==> src/hw/rtl/assert_macros.svh <==
// Assertion helpers included by i2c_master_byte_engine.
// Each check is clocked on clk and muted while rst_n is low.
`ifndef ASSERT_MACROS_SVH
`define ASSERT_MACROS_SVH

// Check a property expression every cycle.
`define ASSERT_CLK(label, prop, msg) \
  label: assert property (@(posedge clk) disable iff (!rst_n) (prop)) else $error(msg);

// Check that a condition implies a consequence in the same cycle.
`define ASSERT_IMPL(label, ante, cons, msg) \
  label: assert property (@(posedge clk) disable iff (!rst_n) (ante) |-> (cons)) \
    else $error(msg);

// Check that a condition implies a consequence in the next cycle.
`define ASSERT_NEXT(label, ante, cons, msg) \
  label: assert property (@(posedge clk) disable iff (!rst_n) (ante) |=> (cons)) \
    else $error(msg);

`endif

==> src/hw/rtl/ibe_pkg.sv <==
`timescale 1ns / 1ps

package ibe_pkg;

  localparam int ST_W = 5;

  localparam logic [ST_W-1:0] ST_IDLE  = 5'd0;
  localparam logic [ST_W-1:0] ST_SA    = 5'd1;
  localparam logic [ST_W-1:0] ST_SB    = 5'd2;
  localparam logic [ST_W-1:0] ST_PA    = 5'd3;
  localparam logic [ST_W-1:0] ST_PB    = 5'd4;
  localparam logic [ST_W-1:0] ST_WLO   = 5'd5;
  localparam logic [ST_W-1:0] ST_WHI   = 5'd6;
  localparam logic [ST_W-1:0] ST_WLO2  = 5'd7;
  localparam logic [ST_W-1:0] ST_WTAIL = 5'd8;
  localparam logic [ST_W-1:0] ST_KSET  = 5'd9;
  localparam logic [ST_W-1:0] ST_KHI   = 5'd10;
  localparam logic [ST_W-1:0] ST_POLL  = 5'd11;
  localparam logic [ST_W-1:0] ST_RLO   = 5'd12;
  localparam logic [ST_W-1:0] ST_RHI   = 5'd13;
  localparam logic [ST_W-1:0] ST_RAFT  = 5'd14;
  localparam logic [ST_W-1:0] ST_AKLO  = 5'd15;
  localparam logic [ST_W-1:0] ST_AKHI  = 5'd16;

  localparam logic [2:0] CMD_TICK  = 3'd0;
  localparam logic [2:0] CMD_START = 3'd1;
  localparam logic [2:0] CMD_STOP  = 3'd2;
  localparam logic [2:0] CMD_WRITE = 3'd3;
  localparam logic [2:0] CMD_READ  = 3'd4;

  localparam logic [1:0] CFG_PHASE_TICKS     = 2'd0;
  localparam logic [1:0] CFG_ACK_PHASE_TICKS = 2'd1;
  localparam logic [1:0] CFG_ACK_POLL_LIMIT  = 2'd2;

  localparam logic [7:0] PHASE_TICKS_RST     = 8'd2;
  localparam logic [7:0] ACK_PHASE_TICKS_RST = 8'd1;
  localparam logic [9:0] ACK_POLL_LIMIT_RST  = 10'd250;

  localparam int CFG_DATA_W = 10;
  localparam int BITS_PER_BYTE = 8;

  typedef struct packed {
    logic [7:0] phase_ticks;
    logic [7:0] ack_phase_ticks;
    logic [9:0] ack_poll_limit;
  } cfg_t;

  typedef struct packed {
    logic [ST_W-1:0] seq;
    logic [7:0]      phase;
    logic [3:0]      bitc;
    logic [7:0]      shift;
    logic [9:0]      poll;
    logic            scl;
    logic            sda;
    logic            drv;
    logic            ack_choice;
    logic            err;
    logic [7:0]      rx;
  } state_t;

  localparam state_t STATE_RST = '{
    seq: ST_IDLE, phase: 8'd0, bitc: 4'd0, shift: 8'd0, poll: 10'd0,
    scl: 1'b1, sda: 1'b1, drv: 1'b1, ack_choice: 1'b0, err: 1'b0, rx: 8'd0
  };

endpackage

==> src/hw/rtl/i2c_master_byte_engine.sv <==
`timescale 1ns / 1ps
// A request accepted into the input stage steps the sequencer into the result register
// once that register is free, so a stall on out_ready holds it in the input stage.
// Throughput: one tick request per cycle without stalls; a step is one pass of logic.
// in_ready drops only while both stages are full and out_ready is low.
// Reset (rst_n low, synchronous): sequencer idle with SCL/SDA high and driven,
// config back to phase 2, ack phase 1, poll limit 250, both pipeline stages empty.

module i2c_master_byte_engine (
  input  logic                           clk,
  input  logic                           rst_n,
  input  logic                           in_valid,
  output logic                           in_ready,
  input  logic [2:0]                     in_cmd,
  input  logic [7:0]                     in_tx_byte,
  input  logic                           in_send_ack,
  input  logic                           in_sda_in,
  output logic                           out_valid,
  input  logic                           out_ready,
  output logic                           out_scl_level,
  output logic                           out_sda_level,
  output logic                           out_sda_drive,
  output logic                           out_busy_res,
  output logic                           out_done_res,
  output logic [7:0]                     out_rx_byte,
  output logic                           out_no_ack,
  input  logic                           cfg_we,
  input  logic [1:0]                     cfg_index,
  input  logic [ibe_pkg::CFG_DATA_W-1:0] cfg_wdata
);
  import ibe_pkg::*;
  `include "assert_macros.svh"

  // Register file for the timing and poll settings.
  cfg_t cfg;

  ibe_cfg u_cfg (
    .clk       (clk),
    .rst_n     (rst_n),
    .cfg_we    (cfg_we),
    .cfg_index (cfg_index),
    .cfg_wdata (cfg_wdata),
    .cfg       (cfg)
  );

  // Input stage: hold one tick request until the sequencer can step on it.
  logic       in_valid_r;
  logic [2:0] cmd_r;
  logic [7:0] tx_byte_r;
  logic       send_ack_r;
  logic       sda_in_r;

  // Sequencer state and result register.
  state_t     state_r;
  state_t     state_nxt;
  logic       done_nxt;
  logic       out_valid_r;
  logic       scl_r;
  logic       sda_lvl_r;
  logic       sda_drv_r;
  logic       busy_r;
  logic       done_r;
  logic [7:0] rx_r;
  logic       no_ack_r;

  logic       step_go;
  logic       res_free;

  // The result register frees up when empty or being taken this cycle.
  assign res_free = !out_valid_r || out_ready;
  // Step the sequencer whenever a request is held and the result slot frees up.
  assign step_go  = in_valid_r && res_free;
  // Take a new request when the input stage is empty or drains this cycle.
  assign in_ready = !in_valid_r || res_free;

  always_ff @(posedge clk) begin
    if (!rst_n) begin
      in_valid_r <= 1'b0;
    end else if (in_ready) begin
      in_valid_r <= in_valid;
    end
  end

  always_ff @(posedge clk) begin
    if (in_valid && in_ready) begin
      cmd_r      <= in_cmd;
      tx_byte_r  <= in_tx_byte;
      send_ack_r <= in_send_ack;
      sda_in_r   <= in_sda_in;
    end
  end

  // One sequencer step per request.
  ibe_step u_step (
    .cur      (state_r),
    .cfg      (cfg),
    .cmd      (cmd_r),
    .tx_byte  (tx_byte_r),
    .send_ack (send_ack_r),
    .sda_in   (sda_in_r),
    .nxt      (state_nxt),
    .done     (done_nxt)
  );

  // Advance the state only on a step; hold it across stalls.
  always_ff @(posedge clk) begin
    if (!rst_n) begin
      state_r     <= STATE_RST;
      out_valid_r <= 1'b0;
    end else if (step_go) begin
      state_r     <= state_nxt;
      out_valid_r <= 1'b1;
    end else if (out_ready) begin
      out_valid_r <= 1'b0;
    end
  end

  // Capture the bus levels and status seen after this tick.
  always_ff @(posedge clk) begin
    if (step_go) begin
      scl_r     <= state_nxt.scl;
      sda_lvl_r <= state_nxt.drv ? state_nxt.sda : 1'b1;
      sda_drv_r <= state_nxt.drv;
      busy_r    <= (state_nxt.seq != ST_IDLE);
      done_r    <= done_nxt;
      rx_r      <= state_nxt.rx;
      no_ack_r  <= state_nxt.err;
    end
  end

  assign out_valid     = out_valid_r;
  assign out_scl_level = scl_r;
  assign out_sda_level = sda_lvl_r;
  assign out_sda_drive = sda_drv_r;
  assign out_busy_res  = busy_r;
  assign out_done_res  = done_r;
  assign out_rx_byte   = rx_r;
  assign out_no_ack    = no_ack_r;

  `ASSERT_NEXT(a_step_gives_result, step_go, out_valid_r, "step did not produce a result")
  `ASSERT_IMPL(a_done_not_busy, out_valid_r && done_r, !busy_r, "done while still busy")
  `ASSERT_IMPL(a_release_high, out_valid_r && !sda_drv_r, sda_lvl_r, "released SDA not high")
  `ASSERT_IMPL(a_idle_no_count, state_r.seq == ST_IDLE, state_r.phase == 8'd0,
               "idle with a pending tick count")

endmodule

==> src/hw/rtl/ibe_cfg.sv <==
`timescale 1ns / 1ps

module ibe_cfg (
  input  logic                            clk,
  input  logic                            rst_n,
  input  logic                            cfg_we,
  input  logic [1:0]                      cfg_index,
  input  logic [ibe_pkg::CFG_DATA_W-1:0]  cfg_wdata,
  output ibe_pkg::cfg_t                   cfg
);
  import ibe_pkg::*;

  cfg_t cfg_r;

  always_ff @(posedge clk) begin
    if (!rst_n) begin
      cfg_r.phase_ticks     <= PHASE_TICKS_RST;
      cfg_r.ack_phase_ticks <= ACK_PHASE_TICKS_RST;
      cfg_r.ack_poll_limit  <= ACK_POLL_LIMIT_RST;
    end else if (cfg_we) begin
      case (cfg_index)
        CFG_PHASE_TICKS:     cfg_r.phase_ticks     <= cfg_wdata[7:0];
        CFG_ACK_PHASE_TICKS: cfg_r.ack_phase_ticks <= cfg_wdata[7:0];
        CFG_ACK_POLL_LIMIT:  cfg_r.ack_poll_limit  <= cfg_wdata[9:0];
        default: ;
      endcase
    end
  end

  assign cfg = cfg_r;

endmodule

==> src/hw/rtl/ibe_step.sv <==
`timescale 1ns / 1ps

module ibe_step (
  input  ibe_pkg::state_t cur,
  input  ibe_pkg::cfg_t   cfg,
  input  logic [2:0]      cmd,
  input  logic [7:0]      tx_byte,
  input  logic            send_ack,
  input  logic            sda_in,
  output ibe_pkg::state_t nxt,
  output logic            done
);
  import ibe_pkg::*;

  // Enter a bus segment: load its tick count and line levels.
  function automatic state_t enter_seg(state_t s, logic [ST_W-1:0] st,
                                       logic [7:0] p, logic [7:0] a);
    state_t r;
    r = s;
    r.seq   = st;
    r.phase = p;
    case (st)
      ST_SA:    begin r.scl = 1'b1; r.sda = 1'b1; r.drv = 1'b1; end
      ST_SB:    begin r.scl = 1'b1; r.sda = 1'b0; r.drv = 1'b1; end
      ST_PA:    begin r.scl = 1'b0; r.sda = 1'b0; r.drv = 1'b1; end
      ST_PB:    begin r.scl = 1'b1; r.sda = 1'b0; r.drv = 1'b1; end
      ST_WLO:   begin r.scl = 1'b0; r.sda = s.shift[7]; r.drv = 1'b1; end
      ST_WHI:   r.scl = 1'b1;
      ST_WLO2:  r.scl = 1'b0;
      ST_WTAIL: r.scl = 1'b0;
      ST_KSET: begin
        r.scl = 1'b0; r.sda = 1'b1; r.drv = 1'b0;
        r.phase = a;
        r.poll = '0;
      end
      ST_KHI: begin
        r.scl = 1'b1; r.sda = 1'b1; r.drv = 1'b0;
        r.phase = a;
      end
      ST_POLL:  r.phase = '0;
      ST_RLO:   begin r.scl = 1'b0; r.sda = 1'b1; r.drv = 1'b0; end
      ST_RHI:   r.scl = 1'b1;
      ST_RAFT:  r.scl = 1'b1;
      ST_AKLO:  begin r.scl = 1'b0; r.sda = !s.ack_choice; r.drv = 1'b1; end
      ST_AKHI:  r.scl = 1'b1;
      default: begin
        r.seq   = ST_IDLE;
        r.phase = '0;
      end
    endcase
    return r;
  endfunction

  logic [7:0] p_ticks;
  logic [7:0] a_ticks;
  logic [3:0] bitc_inc;
  logic       do_poll;
  state_t     s;

  // A zero tick count behaves as one tick.
  assign p_ticks = (cfg.phase_ticks == 8'd0) ? 8'd1 : cfg.phase_ticks;
  assign a_ticks = (cfg.ack_phase_ticks == 8'd0) ? 8'd1 : cfg.ack_phase_ticks;
  assign bitc_inc = cur.bitc + 4'd1;

  always_comb begin
    s       = cur;
    done    = 1'b0;
    do_poll = 1'b0;
    if (cur.seq == ST_IDLE) begin
      case (cmd)
        CMD_START: s = enter_seg(s, ST_SA, p_ticks, a_ticks);
        CMD_STOP:  s = enter_seg(s, ST_PA, p_ticks, a_ticks);
        CMD_WRITE: begin
          s.err   = 1'b0;
          s.shift = tx_byte;
          s.bitc  = '0;
          s.poll  = '0;
          s = enter_seg(s, ST_WLO, p_ticks, a_ticks);
        end
        CMD_READ: begin
          s.ack_choice = send_ack;
          s.shift = '0;
          s.bitc  = '0;
          s = enter_seg(s, ST_RLO, p_ticks, a_ticks);
        end
        default: ;
      endcase
    end else if (cur.seq == ST_POLL) begin
      do_poll = 1'b1;
    end else begin
      s.phase = cur.phase - 8'd1;
      if (s.phase == 8'd0) begin
        case (cur.seq)
          ST_SA:    s = enter_seg(s, ST_SB, p_ticks, a_ticks);
          ST_SB: begin
            s.scl = 1'b0; s.seq = ST_IDLE; s.phase = '0; done = 1'b1;
          end
          ST_PA:    s = enter_seg(s, ST_PB, p_ticks, a_ticks);
          ST_PB: begin
            s.scl = 1'b1; s.sda = 1'b1; s.drv = 1'b1;
            s.seq = ST_IDLE; s.phase = '0; done = 1'b1;
          end
          ST_WLO:   s = enter_seg(s, ST_WHI, p_ticks, a_ticks);
          ST_WHI:   s = enter_seg(s, ST_WLO2, p_ticks, a_ticks);
          ST_WLO2: begin
            s.shift = {cur.shift[6:0], 1'b0};
            s.bitc  = bitc_inc;
            s = enter_seg(s, (bitc_inc < 4'(BITS_PER_BYTE)) ? ST_WLO : ST_WTAIL,
                          p_ticks, a_ticks);
          end
          ST_WTAIL: s = enter_seg(s, ST_KSET, p_ticks, a_ticks);
          ST_KSET:  s = enter_seg(s, ST_KHI, p_ticks, a_ticks);
          ST_KHI: begin
            s = enter_seg(s, ST_POLL, p_ticks, a_ticks);
            do_poll = 1'b1;
          end
          ST_RLO:   s = enter_seg(s, ST_RHI, p_ticks, a_ticks);
          ST_RHI: begin
            s.shift = {cur.shift[6:0], sda_in};
            s = enter_seg(s, ST_RAFT, p_ticks, a_ticks);
          end
          ST_RAFT: begin
            s.bitc = bitc_inc;
            if (bitc_inc < 4'(BITS_PER_BYTE)) begin
              s = enter_seg(s, ST_RLO, p_ticks, a_ticks);
            end else begin
              s.rx = cur.shift;
              s = enter_seg(s, ST_AKLO, p_ticks, a_ticks);
            end
          end
          ST_AKLO:  s = enter_seg(s, ST_AKHI, p_ticks, a_ticks);
          ST_AKHI: begin
            s.scl = 1'b0; s.seq = ST_IDLE; s.phase = '0; done = 1'b1;
          end
          default: begin
            s.seq = ST_IDLE; s.phase = '0; done = 1'b1;
          end
        endcase
      end
    end

    // Sample the acknowledge: low ends the write, too many highs force a stop.
    if (do_poll) begin
      if (!sda_in) begin
        s.scl = 1'b0; s.seq = ST_IDLE; s.phase = '0; done = 1'b1;
      end else if (s.poll >= cfg.ack_poll_limit) begin
        s.err = 1'b1;
        s = enter_seg(s, ST_PA, p_ticks, a_ticks);
      end else begin
        s.poll = s.poll + 10'd1;
      end
    end
    nxt = s;
  end

endmodule
==> config.mk <==
export PLATFORM = sky130hd
export DESIGN_NAME = i2c_master_byte_engine
export DESIGN_NICKNAME = d
export VERILOG_FILES = /design/src/hw/rtl/ibe_pkg.sv /design/src/hw/rtl/i2c_master_byte_engine.sv /design/src/hw/rtl/ibe_cfg.sv /design/src/hw/rtl/ibe_step.sv
export VERILOG_INCLUDE_DIRS = /design/src /design/src/hw/rtl
export SDC_FILE = /design/constraint.sdc
export NUM_CORES = 1
export LEC_CHECK = 0
export BUFFER_PORTS_ARGS = -buffer_cell sky130_fd_sc_hd__buf_2
export CAP_MARGIN = 20
export CORE_ASPECT_RATIO = 0.8
export CORE_MARGIN = 3
export CORE_UTILIZATION = 55
export CTS_CLUSTER_DIAMETER = 100
export CTS_CLUSTER_SIZE = 10
export DETAILED_ROUTE_END_ITERATION = 6
export GPL_TIMING_DRIVEN = 0
export PLACE_DENSITY_LB_ADDON = 0.25
export SYNTH_ARGS = -nofsm -noshare
export SYNTH_HDL_FRONTEND = slang
export SYNTH_SLANG_ARGS = --single-unit
==> constraint.sdc <==
create_clock -name clk -period 4.8 [get_ports clk]
set_clock_uncertainty 0.2 [all_clocks]
set_input_delay 0.72 -clock clk [delete_from_list [all_inputs] [get_ports clk]]
set_output_delay 0.72 -clock clk [all_outputs]
set_load 0.02 [all_outputs]
==> results of run 1 <==
-- metal layers --
| layer | GRT usage, % | vias up | routed length [um] |
|---|---|---|---|
| met5 | 0 | - | 0 |
| met2 | 43.64 | 400 | 7647 |
| met1 | 43.04 | 2702 | 7517 |
| met3 | 8.164 | 53 | 2055 |
| met4 | 7.404 | 0 | 332 |
| li1 | - | 2608 | - |
-- state kept, by name, indices dropped and copies added, names as in the netlist --
signal / flops
out_scl_level: 1
out_no_ack: 1
out_sda_drive: 1
out_sda_level: 1
cmd_r: 3
out_busy_res: 1
out_valid: 1
send_ack_r: 1
sda_in_r: 1
out_rx_byte: 8
tx_byte_r: 8
state_r: 48
u_cfg.cfg: 26
in_valid_r: 1
out_done_res: 1
-- timing repair --
action | 4_1_cts | 5_1_grt
pin swaps | 2 | 6
setup buffers | 1 | 7
gates resized for setup | 14 | 13
setup endpoints to repair | 28 | 26
-- layout by cell type (no fill, tap or decap), types with 5 or more instances in the layout --
| master | synthesis | routed |
|---|---|---|
| sky130_fd_sc_hd__buf_2 | 1 | 45 |
| sky130_fd_sc_hd__or3_1 | 11 | 11 |
| sky130_fd_sc_hd__o21ai_0 | 37 | 37 |
| sky130_fd_sc_hd__nor2b_1 | 8 | 8 |
| sky130_fd_sc_hd__nor2_1 | 55 | 55 |
| sky130_fd_sc_hd__nand2_1 | 68 | 68 |
| sky130_fd_sc_hd__o22ai_1 | 11 | 11 |
| sky130_fd_sc_hd__a31oi_1 | 13 | 13 |
| sky130_fd_sc_hd__nand3b_1 | 6 | 6 |
| sky130_fd_sc_hd__ha_1 | 14 | 14 |
| sky130_fd_sc_hd__a211oi_1 | 10 | 10 |
| sky130_fd_sc_hd__and2_1 | 13 | 13 |
| sky130_fd_sc_hd__o21ba_2 | 8 | 8 |
| sky130_fd_sc_hd__o211ai_1 | 11 | 11 |
| sky130_fd_sc_hd__xor2_1 | 6 | 6 |
| sky130_fd_sc_hd__nor3_1 | 14 | 14 |
| sky130_fd_sc_hd__and3_1 | 5 | 5 |
| sky130_fd_sc_hd__edfxtp_1 | 27 | 27 |
| sky130_fd_sc_hd__inv_1 | 19 | 19 |
| sky130_fd_sc_hd__mux2i_1 | 22 | 22 |
| sky130_fd_sc_hd__dfxtp_1 | 76 | 74 |
| sky130_fd_sc_hd__clkbuf_16 | 0 | 9 |
| sky130_fd_sc_hd__xnor2_1 | 5 | 5 |
| sky130_fd_sc_hd__nand3_1 | 12 | 12 |
| sky130_fd_sc_hd__nand2b_1 | 9 | 9 |
| sky130_fd_sc_hd__nand4_1 | 12 | 12 |
| sky130_fd_sc_hd__mux2_2 | 9 | 9 |
| sky130_fd_sc_hd__clkbuf_1 | 36 | 34 |
| sky130_fd_sc_hd__a22o_1 | 7 | 7 |
| sky130_fd_sc_hd__a21oi_1 | 50 | 49 |
| sky130_fd_sc_hd__a22oi_1 | 7 | 7 |
| sky130_fd_sc_hd__buf_4 | 1 | 10 |
-- final timing paths --
| check | slack (ns) | end | cells after the start |
|---|---|---|---|
| max | 0.20 | state_r[18] | 15 |
| min reg2reg | 0.26 | u_cfg.cfg[8] | 2 |
| max reg2reg | 0.20 | state_r[18] | 15 |
| min | 0.26 | u_cfg.cfg[8] | 2 |
-- worst min-delay path, stage by stage, from the launching register on --
cell	delay (ns)
sky130_fd_sc_hd__dfxtp_1	0.31
sky130_fd_sc_hd__nand2_1	0.05
sky130_fd_sc_hd__a21oi_1	0.05
-- Yosys cell counts (all sizes together) (3+ instances only) --
library cell and number:
nand2 68, a22o 8, nand3 12, nor2b 8, nand4 12, buf 7
inv 19, o21a 3, xnor2 5, o22ai 11, nor2 57, a311oi 3
and2 13, or3 12, a31oi 13, mux2 9, nor4b 3, edfxtp 27
a22oi 7, mux2i 22, xor2 6, and3 5, a2111oi 4, a211oi 10
nand3b 6, o31ai 3, ha 14, o211ai 11, a21oi 52, and4 4
or4 5, nor3b 3, clkbuf 36, o21ai 37, nor3 17, o21ba 8
a21o 3, nor4 9, dfxtp 76, o32ai 4, nand2b 9
-- layout make-up --
| class | instances | share of cell area [%] |
|---|---|---|
| multi-input cells | 499 | 49.71 |
| flip-flops and latches | 103 | 35.03 |
| repair buffers | 53 | 4.425 |
| clock buffers | 10 | 3.431 |
| plain buffers | 43 | 2.738 |
| well taps | 136 | 2.550 |
| inverters | 21 | 1.181 |
| clock inverters | 6 | 0.9376 |
-- cells by family (layout without fill, tap and decap cells) --
| group | Yosys count | after routing | share of synthesized area, % |
|---|---|---|---|
| xor+xnor | 11 | 11 | 1.659 |
| simple gates | 247 | 247 | 22.87 |
| compound gates | 196 | 196 | 22.39 |
| fa+ha+maj | 14 | 14 | 3.017 |
| mux | 31 | 31 | 5.539 |
| buf+inv | 64 | 133 | 4.353 |
| flops | 103 | 103 | 40.17 |
-- stage by stage --
step / util (%) / setup WS, ns
after global placement: 62.15 / -0.7307
after detailed placement: 62.30 / -0.8611
after floorplan: - / 0.3545
final: 66.93 / 0.1952
after CTS: 65.93 / 0.01759
after global routing: 66.93 / 0.01038
-- power breakdown --
part	switching, mW	leakage, nW	internal, mW
clock	0.359	0.142	0.366
sequential	0.0375	0.878	0.936
combinational	0.255	1.48	0.155
==> impl_metrics.py, run 1 <==
metrics = {
    "status": {
        "run_status": "finished clean",
    },
    "logic_synthesis": {
        "synth-edff-count": 27,
        "fraction_of_the_yosys_area_taken_by_sequential_cells_pct": 40.17,
        "synthesis.area_mm2": 0.005806,
        "synth_warnings": 0,
        "postSynthCellCount": 666,
        "syn-num-nets": 710,
        "syn_avg_cell_area_um2": 8.717,
        "async_flop_share_pct": 0,
        "netlist.area_leader.share_pct": 26.21,
        "synth_top_area_cell": "sky130_fd_sc_hd__dfxtp_1",
        "post_synth_main_area_contributors": "sky130_fd_sc_hd__dfxtp_1 (26%), sky130_fd_sc_hd__edfxtp_1 (14%), sky130_fd_sc_hd__nand2_1 (4.4%)",
        "ys_ff_latch": 103,
        "yosys.cell_types.count": 74,
        "synth_top_flop_cell": "sky130_fd_sc_hd__dfxtp_1",
    },
    "routing": {
        "final_antenna_net_count": 0,
        "drt_drc_violations_left": 0,
        "postRouteWirelength_mm": 17.55,
        "first_pass_iters": 6,
        "via_count": 5763,
        "avgViaCountPerCell": 6.617,
        "first_iter_violations": 827,
        "post_drt_wl_per_cell_um": 20.15,
    },
    "power_and_ir_drop": {
        "post_layout_total_power_mw": 2.109,
        "ir_drop_mv": 0.1849,
        "power.density_cell_area_mw_per_mm2": 316.1,
        "leakagePower_nw": 2.502,
    },
    "global_routing": {
        "largest_net_degree_at_the_start_of_global_routing": 20,
        "grtUsageTotal_pct": 29.61,
        "initial_antenna_violation_count": 0,
        "grt_pass1_vias": 5326,
        "globalRoute.totalOverflow": 0,
        "global_route_wire_length_before_repair_mm": 28.27,
    },
    "timing": {
        "slew_viol_final": 0,
        "final.hold.worst_slack_ns": 0.2592,
        "achievable-frequency_mhz": 217.2,
        "finalCritPeriodShare_pct": 95.93,
        "timing.max_slew.rel_slack_pct": 33.01,
        "finalSetupViolCount": 0,
        "tightest_slew_ns": 0.9972,
        "time_the_worst_path_needs_with_i_o_delays_and_setup_ns": 4.605,
        "timing.setup.tns_ns": 0,
        "finalHoldViolations": 0,
        "grt_setup_unrepaired": "no",
    },
    "floorplanning": {
        "rows": 32,
        "standard_cell_core_area_mm2": 0.009970,
        "starting_density_pct": 58.23,
        "die_w_um": 120.9,
        "die_height_um": 97.90,
        "fp.dieArea_mm2": 0.01183,
        "ios": 46,
    },
    "clocking": {
        "numCtsBuffers": 9,
        "cts-root-buf": "sky130_fd_sc_hd__clkbuf_16",
        "cts.reportedPaths.clkPinSlew_ns": 0.07,
        "tritoncts": "done",
        "cts.sink_count": 103,
        "cts.htree.levels": 3,
        "clockBufferDepth": 2,
        "clk-insertion-delay-late_ns": 0.36,
        "holdBufCountCts": 0,
    },
    "setup_path": {
        "critPathSlowestCell": "sky130_fd_sc_hd__or4_4",
        "worst-path-max-fanout": 10,
        "crit_path_max_incr_delay_ns": 0.61,
        "worstPathBufferInverterCount": 2,
        "crit_start": "state_r[45]",
        "critPathKind": "reg -> reg",
        "timing.critical_path.to_type": "flop",
        "cp_top_family": "simple AND/OR/NAND/NOR gates",
        "cp.arrival_ns": 4.61,
        "start_kind": "flop",
        "path_cells": "or4_1 > or2_1 > clkbuf_1 > nor2_4 > a21oi_4 > buf_4 > and2_1 > ha_1 > o211ai_1 > a21oi_1 > o41ai_2 > a32oi_2 > or4_4 > a2111oi_2 > a211oi_1",
        "critical_path_data_required_time_ns": 4.81,
        "worstReg2RegStart": "state_r[45]",
    },
    "layout": {
        "finalNonFillerCells": 871,
        "fin_nets": 774,
        "ff_latch_area_mm2": 0.002337,
        "syn2layout_area_growth_pct": 14.94,
        "multi_input_comb_area_mm2": 0.003317,
        "insertedDiodeCount": 0,
        "fin_area_mm2": 0.006673,
        "n_fill_cell": 782,
        "final_layout_size_suffix_gt1_share_pct": 16.05,
    },
    "min_path": {
        "hold_path_startpoint": "u_cfg.cfg[8]",
        "worstHoldPathType": "reg -> reg",
    },
    "placed_design": {
        "cell_total_after_placement": 847,
        "dp_hpwl_mm": 12.46,
        "gp_routability_congestion": 1.028,
        "place_area_mm2": 0.006211,
        "port_buffers": 44,
    },
    "run": {
        "cap_viol_max_count": 0,
    },
}
Note: power is estimated with default switching activity, not from simulation.
==> run 2, diff against run 1 <==
Settings changed: ABC_CLOCK_PERIOD_IN_PS from default to 4800, CTS_BUF_LIST from default to sky130_fd_sc_hd__clkbuf_4 sky130_fd_sc_hd__clkbuf_8 sky130_fd_sc_hd__clkbuf_16.
==> run 2 against run 1 <==
  * Sequential share of layout area about the same
  * Fmax about the same
  * Hold slack about the same
==> impl_metrics.py, run 2 (synthesized netlist as in run 1, its figures left out) <==
metrics = {
    "global_routing": {
        "globalRoute.totalOverflow": 0,
        "grtUsageTotal_pct": 29.61,
        "global_route_wire_length_before_repair_mm": 28.27,
        "grt_pass1_vias": 5326,
        "largest_net_degree_at_the_start_of_global_routing": 20,
        "initial_antenna_violation_count": 0,
    },
    "placed_design": {
        "dp_worst_setup_slack_ns": -0.8611,
        "gp_routability_congestion": 1.028,
        "dp_hpwl_mm": 12.46,
        "port_buffers": 44,
        "cell_total_after_placement": 847,
        "place_area_mm2": 0.006211,
    },
    "power_and_ir_drop": {
        "power_switching_mw": 0.6529,
        "leakagePower_nw": 2.505,
        "ir_drop_mv": 0.1887,
        "share_seq_of_total_power_pct": 46.0,
        "power.density_cell_area_mw_per_mm2": 316.9,
        "clkPwrFrac_pct": 34.6,
        "post_layout_total_power_mw": 2.116,
        "p_int_mw": 1.463,
        "swShare_pct": 30.85,
        "share_comb_of_total_power_pct": 19.4,
    },
    "setup_path": {
        "cp_top_family": "simple AND/OR/NAND/NOR gates",
        "cp.arrival_ns": 4.61,
        "start_kind": "flop",
        "worst-path-max-fanout": 10,
        "ff2ff_path_depth": 15,
        "worstReg2RegStart": "state_r[45]",
        "critical_path_data_required_time_ns": 4.81,
        "reg_to_reg_setup_timing_slack_ns": 0.20,
        "critPathSlowestCell": "sky130_fd_sc_hd__or4_4",
        "worst_r2r_dst": "state_r[18]",
        "path_cells": "or4_1 > or2_1 > clkbuf_1 > nor2_4 > a21oi_4 > buf_4 > and2_1 > ha_1 > o211ai_1 > a21oi_1 > o41ai_2 > a32oi_2 > or4_4 > a2111oi_2 > a211oi_1",
        "timing.critical_path.to_type": "flop",
        "crit_start": "state_r[45]",
        "worstPathBufferInverterCount": 2,
        "crit_path_max_incr_delay_ns": 0.61,
        "critPathKind": "reg -> reg",
    },
    "layout": {
        "layout.core_utilization_pct": 66.97,
        "finalNonFillerCells": 871,
        "layout_commonest_cell": "sky130_fd_sc_hd__dfxtp_1",
        "n_fill_cell": 780,
        "syn2layout_area_growth_pct": 15.00,
        "largest_register_ff_count": 48,
        "fin_nets": 774,
        "layout_common_cells": "sky130_fd_sc_hd__dfxtp_1 (74), sky130_fd_sc_hd__nand2_1 (68), sky130_fd_sc_hd__nor2_1 (55)",
        "largest_register": "state_r",
        "insertedDiodeCount": 0,
        "fin_area_mm2": 0.006676,
        "final_layout_size_suffix_gt1_share_pct": 16.19,
    },
    "routing": {
        "drt_drc_violations_left": 0,
        "postRouteWirelength_mm": 17.52,
        "via_count": 5720,
        "first_pass_iters": 6,
        "first_iter_violations": 827,
        "post_drt_wl_per_cell_um": 20.11,
        "avgViaCountPerCell": 6.567,
        "final_antenna_net_count": 0,
    },
    "timing": {
        "timing.max_slew.rel_slack_pct": 34.70,
        "tightest_slew_ns": 0.9720,
        "achievable-frequency_mhz": 217.2,
        "grt_setup_unrepaired": "no",
        "timing.setup.tns_ns": 0,
        "finalSetupViolCount": 0,
        "time_the_worst_path_needs_with_i_o_delays_and_setup_ns": 4.604,
        "final.hold.worst_slack_ns": 0.2592,
        "slew_viol_final": 0,
        "finalCritPeriodShare_pct": 95.91,
        "finalHoldViolations": 0,
        "worst_slack_ns": 0.1965,
    },
    "clocking": {
        "cts.htree.levels": 3,
        "cts.sink_count": 103,
        "holdBufCountCts": 0,
        "cts-root-buf": "sky130_fd_sc_hd__clkbuf_16",
        "numCtsBuffers": 9,
        "clockBufferDepth": 2,
        "tritoncts": "done",
        "clk-insertion-delay-late_ns": 0.36,
        "cts.reportedPaths.clkPinSlew_ns": 0.07,
    },
    "floorplanning": {
        "die_height_um": 97.90,
        "fp.dieArea_mm2": 0.01183,
        "rows": 32,
        "ios": 46,
        "standard_cell_core_area_mm2": 0.009970,
        "die_w_um": 120.9,
        "starting_density_pct": 58.23,
    },
    "min_path": {
        "worstHoldPathType": "reg -> reg",
        "hold-path-endpoint": "u_cfg.cfg[8]",
        "hold_path_startpoint": "u_cfg.cfg[8]",
        "hold-path-cell-count": 2,
    },
    "status": {
        "run_status": "finished clean",
    },
    "run": {
        "cap_viol_max_count": 0,
    },
}
## run 2: power by group through the flow
stage	registers, mW	clock network [mW]	logic (mW)
2_1_floorplan	0.989	0	0.260
3_3_place_gp	0.988	0	0.361
3_5_place_dp	0.990	0	0.371
4_1_cts	0.971	0.727	0.382
5_1_grt	0.977	0.765	0.445
6_report	0.974	0.732	0.411
## run 2: final cells by class
| class | instances | area (um2) | share of cell area, % |
|---|---|---|---|
| well taps | 136 | 170.2 | 2.549 |
| plain buffers | 43 | 182.7 | 2.736 |
| clock inverters | 6 | 62.56 | 0.9370 |
| repair buffers | 53 | 295.3 | 4.423 |
| clock buffers | 10 | 232.7 | 3.486 |
| multi-input cells | 499 | 3317 | 49.68 |
| inverters | 21 | 78.83 | 1.181 |
| flip-flops and latches | 103 | 2337 | 35.01 |
## run 2: worst register-to-register path, delay by kind of cell (launching register included)
kind            cells  cell delay (ns)
simple gates        5             1.83
compound gates      7             1.38
flops               1             0.38
buf+inv             2             0.38
fa+ha+maj           1             0.29
## run 2: per-layer routing
metal | global-route usage [%] | share of wire [%]
met1 | 43.04 | 43
met2 | 43.64 | 43
met3 | 8.164 | 12
met4 | 7.404 | 1.9
met5 | 0 | 0
## run 2: timing repair
action / in CTS / in global routing
buffers inserted: 1 / 7
pin swaps: 2 / 6
hold endpoints to repair: 0 / 0
setup endpoints to repair: 28 / 26
gates resized for setup: 14 / 13
## run 2: worst max path at each step
stage | to | slack, ns | cells past startpoint
floorplan | state_r[20] | 0.35 | 17
global placement | out_busy_res | -0.73 | 16
detailed placement | out_busy_res | -0.86 | 16
CTS | state_r[18] | 0.02 | 15
global route | state_r[20] | 0.01 | 17
finish | state_r[18] | 0.20 | 15
==> run 3, diff against run 2 <==
Settings changed: ABC_AREA from default to 0, CTS_CLUSTER_DIAMETER 100 to 80, PLACE_DENSITY from default to 0.74, PLACE_DENSITY_LB_ADDON 0.25 to default.
==> run 3 against run 2 <==
  * Cell area decreased by 0.15%
  * Combinational power barely moved
  * Sequential power about the same
  * Count of clock-buffer cells in the layout shrank 1
  * Clock power rose by 5.5%
  * Global-route usage rose by 0.26 points
  * Non-clock buffer count down 5
  * Core utilization down 0.10 points
  * Worst setup slack gained 0.037 ns
  * Sequential cell count did not move
  * Total power is 1.9% higher
  * Critical endpoint unchanged
  * Highest routed layer unchanged
==> impl_metrics.py, run 3 (synthesized netlist as in run 1, its figures left out) <==
metrics = {
    "setup_path": {
        "worst-path-max-fanout": 10,
        "worstReg2RegStart": "state_r[35]",
        "path_cells": "inv_2 > ha_2 > xnor2_2 > nand4_1 > nor4_4 > a21oi_4 > buf_6 > and2_1 > ha_1 > o211ai_1 > a21oi_1 > o41ai_2 > a32oi_2 > or4_4 > a2111oi_1 > a211oi_1",
        "worst_r2r_dst": "state_r[18]",
        "critical_path_data_required_time_ns": 4.83,
        "reg_to_reg_setup_timing_slack_ns": 0.23,
        "critPathSlowestCell": "sky130_fd_sc_hd__or4_4",
        "critPathKind": "reg -> reg",
        "start_kind": "flop",
        "timing.critical_path.to_type": "flop",
        "cp.arrival_ns": 4.60,
        "crit_path_max_incr_delay_ns": 0.59,
        "ff2ff_path_depth": 16,
    },
    "global_routing": {
        "grt_pass1_vias": 5278,
        "globalRoute.totalOverflow": 0,
        "grtUsageTotal_pct": 29.87,
        "global_route_wire_length_before_repair_mm": 28.18,
        "largest_net_degree_at_the_start_of_global_routing": 23,
        "initial_antenna_violation_count": 0,
    },
    "clocking": {
        "cts.reportedPaths.clkPinSlew_ns": 0.08,
        "holdBufCountCts": 0,
        "tritoncts": "done",
        "cts-root-buf": "sky130_fd_sc_hd__clkbuf_16",
        "cts.sink_count": 103,
        "cts.htree.levels": 3,
        "clk-insertion-delay-late_ns": 0.36,
        "clockBufferDepth": 2,
        "numCtsBuffers": 9,
    },
    "layout": {
        "insertedDiodeCount": 0,
        "fin_nets": 769,
        "layout_common_cells": "sky130_fd_sc_hd__dfxtp_1 (74), sky130_fd_sc_hd__nand2_1 (68), sky130_fd_sc_hd__nor2_1 (55)",
        "final_layout_size_suffix_gt1_share_pct": 16.03,
        "largest_register": "state_r",
        "largest_register_ff_count": 48,
        "syn2layout_area_growth_pct": 14.83,
        "layout_commonest_cell": "sky130_fd_sc_hd__dfxtp_1",
    },
    "routing": {
        "final_antenna_net_count": 0,
        "avgViaCountPerCell": 6.446,
        "drt_drc_violations_left": 0,
        "first_iter_violations": 639,
        "via_count": 5582,
        "postRouteWirelength_mm": 17.57,
        "post_drt_wl_per_cell_um": 20.28,
        "first_pass_iters": 7,
    },
    "timing": {
        "timing.setup.tns_ns": 0,
        "timing.max_slew.rel_slack_pct": 34.65,
        "slew_viol_final": 0,
        "finalSetupViolCount": 0,
        "grt_setup_unrepaired": "no",
        "time_the_worst_path_needs_with_i_o_delays_and_setup_ns": 4.567,
        "tightest_slew_ns": 0.9727,
        "achievable-frequency_mhz": 219.0,
        "finalCritPeriodShare_pct": 95.14,
        "finalHoldViolations": 0,
    },
    "power_and_ir_drop": {
        "leakagePower_nw": 2.492,
        "power_switching_mw": 0.6846,
        "power.density_cell_area_mw_per_mm2": 323.3,
        "share_comb_of_total_power_pct": 19.0,
        "share_seq_of_total_power_pct": 45.2,
        "swShare_pct": 31.76,
        "clkPwrFrac_pct": 35.8,
        "post_layout_total_power_mw": 2.155,
        "ir_drop_mv": 0.1741,
        "p_int_mw": 1.471,
    },
    "min_path": {
        "hold-path-endpoint": "u_cfg.cfg[2]",
        "hold_path_startpoint": "u_cfg.cfg[2]",
        "hold-path-cell-count": 2,
        "worstHoldPathType": "reg -> reg",
    },
    "placed_design": {
        "port_buffers": 44,
        "gp_routability_congestion": 0.9658,
        "dp_hpwl_mm": 12.72,
    },
    "floorplanning": {
        "die_w_um": 120.9,
        "standard_cell_core_area_mm2": 0.009970,
        "starting_density_pct": 58.23,
        "ios": 46,
        "rows": 32,
        "die_height_um": 97.90,
        "fp.dieArea_mm2": 0.01183,
    },
    "run": {
        "cap_viol_max_count": 0,
    },
    "status": {
        "run_status": "finished clean",
    },
}
## run 3: cell types whose count changed in the layout (fill, tap and decap cells not counted), sizes merged
| cell | change |
|---|---|
| inv | +1 |
| buf | -5 |
| clkbuf | -1 |
## run 3: worst max-delay path by stage
stage                      startpoint            to  slack, ns  cells past startpoint
after floorplan           state_r[35]   state_r[20]       0.35                     17
after global placement    state_r[44]  out_busy_res      -0.97                     16
after detailed placement  state_r[44]  out_busy_res      -0.93                     16
after CTS                 state_r[35]   state_r[20]       0.04                     16
after global routing      state_r[36]   state_r[20]       0.02                     16
final                     state_r[35]   state_r[18]       0.23                     16
## run 3: layer usage
layer | global-route usage, % | vias to the layer above | share of wire [%]
li1 | - | 2599 | -
met1 | 43.91 | 2627 | 44
met2 | 43.34 | 313 | 43
met3 | 7.412 | 43 | 11
met4 | 8.885 | 0 | 2.2
met5 | 0 | - | 0
## run 3: worst max-delay path, delay by kind of cell (launching register included)
family,cells,cell delay (ns)
buf+inv,2,0.25
flops,1,0.42
fa+ha+maj,2,0.51
simple gates,4,1.39
xor+xnor,1,0.15
compound gates,7,1.53
## run 3: timing repair
action,4_1_cts,5_1_grt
hold endpoints to repair,0,0
setup endpoints to repair,28,24
pin swaps,3,5
setup buffers,2,1
cloned,0,0
resized for setup,16,15
## run 3: power groups by stage
stage          clock network [mW]  logic [mW]  registers (mW)
2_1_floorplan                   0       0.260           0.989
3_3_place_gp                    0       0.365           0.987
3_5_place_dp                    0       0.375           0.989
4_1_cts                     0.776       0.387           0.970
5_1_grt                     0.816       0.443           0.978
6_report                    0.772       0.410           0.973
## run 3: cell type report
class,count,area (um2)
buffer,43,186.4
clock buffer,9,225.2
inverter,21,78.83
timing repair buffer,48,257.7
clock inverter,7,88.84
fill,839,3303
tap,136,170.2
sequential,103,2340
multi-input combinational,499,3319
## run 3: through the flow
stage,utilization [%],cell area (um2),hold slack (ns),worst slack [ns],instances
2_1_floorplan,-,5806,0.2363,0.3545,666
3_3_place_gp,62.15,6196,0.2458,-0.9715,846
3_5_place_dp,62.30,6211,0.2577,-0.9257,847
4_1_cts,66.29,6609,0.2695,0.03926,865
5_1_grt,66.87,6666,0.2813,0.01537,866
6_report,66.87,6666,0.2644,0.2330,866
